`src/rtl/u8u16_pkg.sv`:
```
`timescale 1ns / 1ps

package u8u16_pkg;

  // Width of one UTF-16 code unit (also of the reported unit total) and of the code point accumulator.
  localparam int unsigned UnitBits  = 16;
  localparam int unsigned AccumBits = 31;

  // Surrogate prefixes and the code point limits.
  localparam logic [UnitBits-1:0] SurHigh  = 16'hD800;
  localparam logic [UnitBits-1:0] SurLow   = 16'hDC00;
  localparam logic [20:0]         PlaneOne = 21'h010000;
  localparam logic [20:0]         CodeMax  = 21'h10FFFF;

  // Depth of the result queue; an item needs two free slots to enter.
  localparam int unsigned QueueDepth = 4;
  localparam int unsigned QueuePtrW  = $clog2(QueueDepth);

  // One result beat as it leaves the block.
  typedef struct packed {
    logic [UnitBits-1:0] code_unit;
    logic                unit_valid;
    logic                string_done;
    logic                string_error;
    logic [UnitBits-1:0] unit_total;
  } result_t;

  // The results caused by one input byte: zero, one or two of them.
  typedef struct packed {
    logic [1:0] count;
    result_t    first;
    result_t    second;
  } step_out_t;

endpackage

```
`src/rtl/u8u16_decoder.sv`:
```
`timescale 1ns / 1ps

module u8u16_decoder #(
  parameter int unsigned COUNT_BITS = 16
) (
  input  logic                  clk,
  input  logic                  rst,
  input  logic                  accept,
  input  logic [7:0]            data_byte,
  input  logic                  end_of_string,
  output u8u16_pkg::step_out_t  step
);
  import u8u16_pkg::*;

  localparam int unsigned TotW = (COUNT_BITS > UnitBits) ? COUNT_BITS : UnitBits;

  // Decoder state for the string in progress.
  logic [2:0]            bytes_left, bytes_left_next;
  logic [AccumBits-1:0]  code_accum, code_accum_next;
  logic                  error_seen, error_seen_next;
  logic [COUNT_BITS-1:0] unit_counter, unit_counter_next;

  logic [AccumBits-1:0]  acc_shift;
  logic [20:0]           plane_off;
  logic [1:0]            n_units;
  logic [UnitBits-1:0]   unit_a, unit_b;
  logic [COUNT_BITS-1:0] cnt_one, cnt_two;
  logic [TotW-1:0]       cnt_wide;
  logic [UnitBits-1:0]   total;
  logic                  err_final;
  result_t               res_a, res_b;

  // Continuation payload appended to the partial code point.
  assign acc_shift = {code_accum[AccumBits-7:0], data_byte[5:0]};
  assign plane_off = acc_shift[20:0] - PlaneOne;

  // Saturating unit counts after one and after two more units.
  assign cnt_one = (&unit_counter) ? unit_counter : unit_counter + 1'b1;
  assign cnt_two = (&cnt_one) ? cnt_one : cnt_one + 1'b1;

  // Decode one byte against the current state.
  always_comb begin
    bytes_left_next = bytes_left;
    code_accum_next = code_accum;
    error_seen_next = error_seen;
    n_units         = 2'd0;
    unit_a          = '0;
    unit_b          = '0;
    if (!error_seen) begin
      if (bytes_left == 3'd0) begin
        priority if (data_byte[7] == 1'b0) begin
          n_units = 2'd1;
          unit_a  = {8'd0, data_byte};
        end else if (data_byte[7:6] == 2'b10) begin
          error_seen_next = 1'b1;
        end else if (data_byte[7:5] == 3'b110) begin
          code_accum_next = {26'd0, data_byte[4:0]};
          bytes_left_next = 3'd1;
        end else if (data_byte[7:4] == 4'b1110) begin
          code_accum_next = {27'd0, data_byte[3:0]};
          bytes_left_next = 3'd2;
        end else if (data_byte[7:3] == 5'b11110) begin
          code_accum_next = {28'd0, data_byte[2:0]};
          bytes_left_next = 3'd3;
        end else if (data_byte[7:2] == 6'b111110) begin
          code_accum_next = {29'd0, data_byte[1:0]};
          bytes_left_next = 3'd4;
        end else if (data_byte[7:1] == 7'b1111110) begin
          code_accum_next = {30'd0, data_byte[0]};
          bytes_left_next = 3'd5;
        end else begin
          error_seen_next = 1'b1;
        end
      end else if (data_byte[7:6] != 2'b10) begin
        error_seen_next = 1'b1;
        bytes_left_next = 3'd0;
        code_accum_next = '0;
      end else begin
        code_accum_next = acc_shift;
        bytes_left_next = bytes_left - 3'd1;
        if (bytes_left == 3'd1) begin
          // Last continuation: emit one unit, a surrogate pair, or flag it.
          code_accum_next = '0;
          priority if (acc_shift[AccumBits-1:16] == '0) begin
            n_units = 2'd1;
            unit_a  = acc_shift[UnitBits-1:0];
          end else if (acc_shift[AccumBits-1:21] == '0 && acc_shift[20:0] <= CodeMax) begin
            n_units = 2'd2;
            unit_a  = SurHigh | {6'd0, plane_off[19:10]};
            unit_b  = SurLow  | {6'd0, plane_off[9:0]};
          end else begin
            error_seen_next = 1'b1;
          end
        end
      end
    end
  end

  // Count after this byte's units, clipped to the width of the report.
  always_comb begin
    unique case (n_units)
      2'd0:    cnt_wide = TotW'(unit_counter);
      2'd1:    cnt_wide = TotW'(cnt_one);
      default: cnt_wide = TotW'(cnt_two);
    endcase
    total = (cnt_wide > TotW'(16'hFFFF)) ? 16'hFFFF : cnt_wide[UnitBits-1:0];
  end

  assign err_final = error_seen_next | (bytes_left_next != 3'd0);

  // Build the result beats; the last one carries the end-of-string status.
  always_comb begin
    res_a = '{code_unit: unit_a, unit_valid: (n_units != 2'd0),
              string_done: 1'b0, string_error: 1'b0, unit_total: '0};
    res_b = '{code_unit: unit_b, unit_valid: 1'b1,
              string_done: 1'b0, string_error: 1'b0, unit_total: '0};
    step.count = (n_units == 2'd0 && end_of_string) ? 2'd1 : n_units;
    if (end_of_string) begin
      if (n_units == 2'd2) begin
        res_b.string_done  = 1'b1;
        res_b.string_error = err_final;
        res_b.unit_total   = total;
      end else begin
        res_a.string_done  = 1'b1;
        res_a.string_error = err_final;
        res_a.unit_total   = total;
      end
    end
    step.first  = res_a;
    step.second = res_b;
  end

  always_comb begin
    unique case (n_units)
      2'd0:    unit_counter_next = unit_counter;
      2'd1:    unit_counter_next = cnt_one;
      default: unit_counter_next = cnt_two;
    endcase
  end

  // State update on each accepted byte; the end mark clears the string.
  always_ff @(posedge clk) begin
    if (rst) begin
      bytes_left   <= '0;
      code_accum   <= '0;
      error_seen   <= 1'b0;
      unit_counter <= '0;
    end else if (accept) begin
      if (end_of_string) begin
        bytes_left   <= '0;
        code_accum   <= '0;
        error_seen   <= 1'b0;
        unit_counter <= '0;
      end else begin
        bytes_left   <= bytes_left_next;
        code_accum   <= code_accum_next;
        error_seen   <= error_seen_next;
        unit_counter <= unit_counter_next;
      end
    end
  end

endmodule

```
`src/rtl/u8u16_queue.sv`:
```
`timescale 1ns / 1ps

module u8u16_queue (
  input  logic                  clk,
  input  logic                  rst,
  input  logic                  push,
  input  u8u16_pkg::step_out_t  step,
  input  logic                  pop,
  output logic                  room,
  output logic                  not_empty,
  output u8u16_pkg::result_t    head
);
  import u8u16_pkg::*;

  result_t              slots [QueueDepth];
  logic [QueuePtrW-1:0] wr_ptr, rd_ptr;
  logic [QueuePtrW:0]   fill;
  logic [1:0]           n_push;
  logic                 do_pop;

  assign n_push    = push ? step.count : 2'd0;
  assign not_empty = (fill != '0);
  assign do_pop    = pop & not_empty;
  assign head      = slots[rd_ptr];

  // Two free slots are needed, since one byte may give a surrogate pair.
  assign room = (fill <= (QueuePtrW + 1)'(QueueDepth - 2));

  // Pointers and fill level.
  always_ff @(posedge clk) begin
    if (rst) begin
      wr_ptr <= '0;
      rd_ptr <= '0;
      fill   <= '0;
    end else begin
      wr_ptr <= wr_ptr + QueuePtrW'(n_push);
      rd_ptr <= rd_ptr + QueuePtrW'(do_pop);
      fill   <= fill + (QueuePtrW + 1)'(n_push) - (QueuePtrW + 1)'(do_pop);
    end
  end

  // Result storage; up to two beats are written per cycle.
  always_ff @(posedge clk) begin
    if (n_push != 2'd0) begin
      slots[wr_ptr] <= step.first;
    end
    if (n_push == 2'd2) begin
      slots[wr_ptr + QueuePtrW'(1)] <= step.second;
    end
  end

endmodule

```
`src/rtl/utf8_to_utf16_transcoder.sv`:
```
`timescale 1ns / 1ps

// UTF-8 to UTF-16 transcoder. Takes one UTF-8 byte per beat, with
// end_of_string on the last byte of a string, and returns UTF-16 units
// (a surrogate pair for code points from 0x10000 to 0x10FFFF). The final
// beat of each string carries string_done, the sticky string_error and the
// saturating unit_total; a string end that produces no unit returns one
// status-only beat with unit_valid low. A byte is decoded in the cycle it is
// accepted; its results are written into the result queue registers, whose
// head drives the output, and the second unit of a surrogate pair is queued
// with the first and follows it. The block takes one byte every cycle;
// in_ready drops only while the four-entry result queue has fewer than two
// free slots, which happens when the output side stalls.
module utf8_to_utf16_transcoder #(
  parameter int unsigned COUNT_BITS = 16
) (
  input  logic        clk,
  input  logic        rst,
  input  logic        in_valid,
  output logic        in_ready,
  input  logic [7:0]  data_byte,
  input  logic        end_of_string,
  output logic        out_valid,
  input  logic        out_ready,
  output logic [15:0] code_unit,
  output logic        unit_valid,
  output logic        string_done,
  output logic        string_error,
  output logic [15:0] unit_total
);
  import u8u16_pkg::*;

  logic      accept;
  step_out_t step;
  result_t   head;

  assign accept = in_valid & in_ready;

  // Byte decoder and string state.
  u8u16_decoder #(
    .COUNT_BITS (COUNT_BITS)
  ) u_decoder (
    .clk           (clk),
    .rst           (rst),
    .accept        (accept),
    .data_byte     (data_byte),
    .end_of_string (end_of_string),
    .step          (step)
  );

  // Result queue between the decoder and the output port.
  u8u16_queue u_queue (
    .clk       (clk),
    .rst       (rst),
    .push      (accept),
    .step      (step),
    .pop       (out_ready),
    .room      (in_ready),
    .not_empty (out_valid),
    .head      (head)
  );

  assign code_unit    = head.code_unit;
  assign unit_valid   = head.unit_valid;
  assign string_done  = head.string_done;
  assign string_error = head.string_error;
  assign unit_total   = head.unit_total;

endmodule

```
`config.mk`:
```
export PLATFORM = sky130hd
export DESIGN_NAME = utf8_to_utf16_transcoder
export DESIGN_NICKNAME = d
export VERILOG_FILES = /design/src/rtl/u8u16_pkg.sv /design/src/rtl/u8u16_decoder.sv /design/src/rtl/u8u16_queue.sv /design/src/rtl/utf8_to_utf16_transcoder.sv
export SDC_FILE = /design/constraint.sdc
export NUM_CORES = 1
export LEC_CHECK = 0
export ABC_AREA = 1
export BUFFER_PORTS_ARGS = -buffer_cell sky130_fd_sc_hd__buf_4
export CAP_MARGIN = 20
export CORE_UTILIZATION = 40
export DETAILED_ROUTE_END_ITERATION = 10
export PLACE_DENSITY = 0.59
export SLEW_MARGIN = 10
export SYNTH_ARGS = -nofsm -noshare
export SYNTH_HDL_FRONTEND = slang
export SYNTH_SLANG_ARGS = --single-unit
```
`constraint.sdc`:
```
create_clock -name clk -period 2.9 [get_ports clk]
set_clock_uncertainty 0.05 [all_clocks]
set_input_delay 0.29 -clock clk [delete_from_list [all_inputs] [get_ports clk]]
set_output_delay 0.29 -clock clk [all_outputs]
set_load 0.03 [all_outputs]
```
-- After elaboration in Yosys (flattened, before gate mapping)
Memory sizes are Yosys's and may differ from the RTL's. A register that Yosys moved wholly into a read port is not among the register bits.
Index checks and enable logic that the tools add are counted.
- reductions and logical operators: 13
- multiplexer cells: 73
- equal/unequal tests: 15
- add/sub/neg operators: 9
- order comparisons: 3
- bitwise operators: 3
- operator list (operator ; number):
    $mux W25 ; 12
    $mux W16 ; 16
    $mux W18 ; 4
    $mux W3 ; 11
    $add A16 B1 Y16 const B ; 2
    $pmux W16 S2 ; 1
    $reduce_and A16 Y1 ; 2
    $le A21 B21 Y1 const B ; 1
    $sub A20 B17 Y20 const B ; 1
    $mux W1 ; 19
    $mux W2 ; 9
    $gt A16 B16 Y1 const B ; 1
    $logic_not A15 Y1 ; 1
    $logic_not A10 Y1 ; 1
    $eq A7 B7 Y1 const B ; 1
    $mux W7 ; 1
    $ne A7 B7 Y1 const B ; 1
    $eq A2 B2 Y1 const B ; 3
    $eq A6 B6 Y1 const B ; 1
    $ne A3 B3 Y1 const B ; 2
    $reduce_bool A3 Y1 ; 2
    $eq A5 B5 Y1 const B ; 1
    $reduce_and A5 Y1 ; 1
    $eq A4 B4 Y1 const B ; 1
    17 further kinds ; 21
- flip-flop bits (word level): 52
- memories kept: 1
- bits in writable memories: 140
- output and inout port bits: 37
- memory list (memory ; depth ; bits a word ; read ports ; clocked after memory_dff ; wr ports ; line ; source):
    u_queue.slots ; 4 ; 35 ; 1 ; 1 ; 2 ; u8u16_queue.sv:15 ; result_t slots [QueueDepth];

-- Logic depth before layout (Yosys ltp)
- word-level depth: 15
- depth in mapped cells: 19

-- Hierarchy
From an unflattened synthesis, not the netlist that was laid out.
- cell total of the unflattened synthesis: 1482
- area, all modules: 11619.9 um^2
- modules (own cells, without submodules) (module ; seq. area each (um^2) ; area each (um^2) ; times used ; cells each):
    u8u16_queue ; 4344.2 ; 7317.0 ; 1 ; 750
    u8u16_decoder ; 900.9 ; 4295.4 ; 1 ; 730
    utf8_to_utf16_transcoder ; 0.0 ; 7.5 ; 1 ; 2

-- Worst setup path before layout
Ideal clock, no wire load.
- path type: reg2reg
- start: register u_queue.fill[1]
- end: memory u_queue.slots[3][0] in the netlist's numbering, enable pin
- stages on the path, launching flop included: 8
- clock period less this slack: 3.076 ns
- arrival time: 2.636 ns
- path slack: -0.176 ns
- path through: dfxtp_1 > a21oi_1 > nand2_1 > a21oi_1 > nor2_4 > nor2_4 > nor2_1 > inv_1
- RTL lines (element ; line ; source):
    start, declared ; u8u16_queue.sv:17 ; logic [QueuePtrW:0] fill;
    start signal, assigned ; u8u16_queue.sv:38 ; fill <= fill + (QueuePtrW + 1)'(n_push) - (QueuePtrW + 1)'(do_pop);
    end, declared ; u8u16_queue.sv:15 ;

-- Worst setup path in the final report
- start: register u_decoder.code_accum[1]
- end: register u_queue.fill[2]
- word-level cells in the longest chain between the ends: 14
- ends and longest elaborated chain (element ; line ; source):
    start, declared ; u8u16_decoder.sv:19 ; logic [AccumBits-1:0] code_accum, code_accum_next;
    start signal, assigned ; u8u16_decoder.sv:156 ; code_accum <= code_accum_next;
    $le A21 B21 Y1 * ; u8u16_decoder.sv:87 ; end else if (acc_shift[AccumBits-1:21] == '0 && acc_shift[20:0] <= CodeMax) begin
    $logic_and A1 B1 Y1 * ; u8u16_decoder.sv:87 ;
    $mux W2 * ; u8u16_decoder.sv:87 ;
    $mux W2 * ; u8u16_decoder.sv:84 ; priority if (acc_shift[AccumBits-1:16] == '0) begin
    $mux W2 * ; u8u16_decoder.sv:81 ; if (bytes_left == 3'd1) begin
    $mux W2 * ; u8u16_decoder.sv:74 ; end else if (data_byte[7:6] != 2'b10) begin
    $mux W2 * ; u8u16_decoder.sv:50 ; if (bytes_left == 3'd0) begin
    $mux W2 * ; u8u16_decoder.sv:49 ; if (!error_seen) begin
    $logic_not A2 Y1 ; u8u16_decoder.sv:117 ; step.count = (n_units == 2'd0 && end_of_string) ? 2'd1 : n_units;
    $logic_and A1 B1 Y1 ; u8u16_decoder.sv:117 ;
    $mux W2 * ; u8u16_decoder.sv:117 ;
    $mux W2 * ; u8u16_queue.sv:21 ; assign n_push = push ? step.count : 2'd0;
    $add A3 B2 Y3 * ; u8u16_queue.sv:38 ;
    $sub A3 B1 Y3 * ; u8u16_queue.sv:38 ;
Every way passes the cells marked *; elsewhere a longest branch is shown, timed or not.
A chain may end at the register's enable or synchronous reset.

==> flow_metrics.py <==
metrics = {
    "cells_and_area": {
        "regArea_mm2": 0.00517,
        "design_area_mm2": 0.0128,
        "synthToLayoutAreaGrowth_pct": 19.0,
        "fin_util_pct": 48.8,
        "layout_commonest_cell": "nor2_1",
        "nets": 1537,
        "n_fill_cell": 2523,
        "mostFrequentLayoutCells": "267 x nor2_1, 254 x nand2_1, 174 x o21ai_0, 156 x inv_1, 132 x edfxtp_1",
        "multi_input_area_mm2": 0.00481,
        "antenna_cells": 0,
        "post_route_cells_drive_above_1_share_pct": 15.9,
    },
    "place": {
        "place.port_buffers": 49,
        "post_dp_cell_area_mm2": 0.0120,
        "gp_congestion": 0.923,
        "dp_hpwl_um": 21600,
    },
    "critical_path": {
        "r2r_start": "u_decoder.code_accum[1]",
        "r2r_cells": 16,
        "path_class": "reg2reg",
        "reg2reg_slack_ps": 170,
        "path_max_fanout": 6,
        "critPathLaunchType": "flop",
        "reg2reg_to": "u_queue.fill[2]",
        "critPathCaptureType": "flop",
        "crit_required_ps": 3220,
        "crit_arrival_ps": 3050,
    },
    "hold_path": {
        "whs_endpoint": "u_decoder.code_accum[2]",
        "hold_path_class": "in2reg",
        "worstHoldPathCells": 3,
        "hold_start": "data_byte[2]",
    },
    "sta": {
        "fmax_ghz": 0.367,
        "post-route-period-util_pct": 94.0,
        "period_needed_ps": 2730,
        "final_hold_viol_count": 0,
        "fin_tns_setup_ps": 0,
        "timing.hold.ws_ps": 148,
        "worst_slew_pin_slew_ps": 764,
        "drv_slew": 0,
        "slew_headroom_pct": 48.9,
        "setup_violations": 0,
    },
    "floorplan": {
        "coreArea_mm2": 0.0262,
        "die_w_um": 166,
        "start_util_pct": 41.0,
        "pin_count": 50,
        "die_h_um": 166,
        "num_rows": 59,
        "dieArea_mm2": 0.0275,
    },
    "clocking": {
        "clk_latency_ps": 450,
        "path_clk_slew_ps": 90,
        "cts_tree": "yes",
        "holdBufCountCts": 0,
        "numCtsBuffers": 17,
        "clkSinkCount": 192,
        "htreeDepth": 4,
        "cts_buffer_depth": 2,
        "root_buffer": "clkbuf_16",
    },
    "drt": {
        "wl_per_cell_um": 16.4,
        "drc": 6,
        "postRouteAntennaNets": 0,
        "drt-pass1-iter-count": 8,
        "viasPerCell": 5.25,
        "drtIter0Drc": 953,
        "vias": 9756,
        "routed_wl_um": 30400,
    },
    "global_route": {
        "grt_max_degree": 72,
        "use_met2_pct": 35.5,
        "grt_usage_pct": 22.7,
        "grt_remaining_overflow": 0,
        "grt_most_used_layer": "met2",
        "grt_pass1_vias": 9276,
        "gr-usage-met1_pct": 32.4,
        "antenna_found_initial": 0,
        "grt_pass1_wl_um": 49200,
        "met3_usage_pct": 3.36,
    },
    "yosys": {
        "synthesis.nets": 1440,
        "yosysTopAreaCellShare_pct": 36.9,
        "syn_inst": 1414,
        "synth_flop_cell": "edfxtp_1",
        "ys_types": 43,
        "synth_top_cell_by_area": "edfxtp_1",
        "yosysSeqAreaShare_pct": 48.1,
        "synth_seq_cells": 192,
        "syn-cell-area_mm2": 0.0107,
        "ys_warn_count": 0,
        "avgSynthCellArea_um2": 7.60,
        "synth_area_leaders": "edfxtp_1 37%, dfxtp_1 11%, nor2_1 9.5%",
        "synth-async-reset-ratio_pct": 0,
        "synth_edf_count": 132,
    },
    "job": {
        "maxCapViolCount": 0,
    },
    "power": {
        "p_total_mw": 9.88,
        "ir_worst_vdd_mv": 0.501,
        "power_density_mw_per_mm2": 772,
        "leakagePower_nw": 5.22,
    },
    "run_status": {
        "outcome": "finished, violations left",
        "violations": "DRC",
    },
}
## registers in the layout, summed over array words and instances (netlist names)
register / flops
u_queue.fill: 3
u_decoder.bytes_left: 3
u_queue.rd_ptr: 2
u_decoder.unit_counter: 16
u_decoder.code_accum: 25
u_queue.wr_ptr: 2
u_queue.slots: 140
u_decoder.error_seen: 1
## where the power goes
group          switching [mW]  leakage, nW  internal, mW
sequential              0.148         1.66          3.29
clock                    1.26        0.300          1.19
combinational            2.68         3.26          1.31
## critical path, stage by stage (launching register included)
cell     delay [ps]
dfxtp_1         420
nand2_1          70
nor2_1          100
nand2_1          70
nor2_1          110
nand2_1          70
nand3_2         110
nand2_4          80
nor2_8          110
nand2_4          70
inv_4            90
nand2_4          80
ha_4            250
fa_1            420
xor2_1          160
or2_2           280
a21oi_1         110
## how the worst max path moves through the flow
stage,start,end,slack [ps],cells past startpoint
final,u_decoder.code_accum[1],u_queue.fill[2],170,16
after global routing,u_decoder.unit_counter[1],u_queue.slots[3][8],-4,18
after CTS,u_decoder.bytes_left[1],u_queue.slots[2][31],40,19
after detailed placement,data_byte[4],u_queue.fill[2],50,17
after global placement,u_decoder.unit_counter[1],u_queue.slots[2][8],40,17
after floorplan,u_decoder.unit_counter[0],u_queue.slots[0][1],10,19
## stage by stage
| step | cells | setup slack (ps) |
|---|---|---|
| 2_1_floorplan | 1414 | 10.9 |
| 3_3_place_gp | 1822 | 43.6 |
| 3_5_place_dp | 1822 | 47.0 |
| 4_1_cts | 1854 | 39.5 |
| 5_1_grt | 1859 | -3.83 |
| 6_report | 1859 | 174 |
## metal layers
metal	share of wire, %	vias to the layer above	routed length, um
met5	0	-	0
met1	48	4548	14600
met4	1.6	0	489
met2	45	318	13600
met3	5.8	29	1770
li1	-	4861	-
## layout make-up
type	count	area share [%]
clock buffer	17	3.33
multi-input combinational	992	37.6
timing repair buffer	135	8.67
sequential	192	40.4
clock inverter	15	1.54
tap	335	3.28
inverter	173	5.17
## cells by family after synthesis
kind of cell             synth area share (%)
AO/OA/AOI/OAI                            15.2
XOR/XNOR                                 1.22
adder cells (fa/ha/maj)                  1.58
buffers and inverters                    8.41
flip-flops                               48.1
AND/OR/NAND/NOR                          25.6
## cell usage after synthesis, types with 2 or more instances
| library cell | number |
|---|---|
| o211ai_1 | 3 |
| xnor2_1 | 4 |
| o21ai_0 | 174 |
| edfxtp_1 | 132 |
| nand2_4 | 3 |
| a22oi_1 | 2 |
| buf_1 | 3 |
| nand2_1 | 271 |
| o22ai_1 | 38 |
| nor3_1 | 4 |
| inv_1 | 161 |
| nand2_2 | 7 |
| buf_6 | 3 |
| dfxtp_1 | 60 |
| inv_2 | 10 |
| o32ai_1 | 2 |
| nand4_1 | 12 |
| xor2_1 | 11 |
| nor2_4 | 8 |
| buf_2 | 6 |
| or2_2 | 3 |
| o21bai_1 | 2 |
| clkbuf_1 | 43 |
| nand3_1 | 69 |
| a31oi_1 | 3 |
| nor2_1 | 272 |
| ha_1 | 12 |
| a21oi_1 | 78 |
| nor2_8 | 2 |
| a211oi_1 | 2 |
| buf_4 | 2 |
## timing repair
item	CTS	global route
setup endpoints to repair	0	218
buffers inserted	0	5
resized for setup	0	37
No activity file was read; power rests on OpenSTA's default activity.
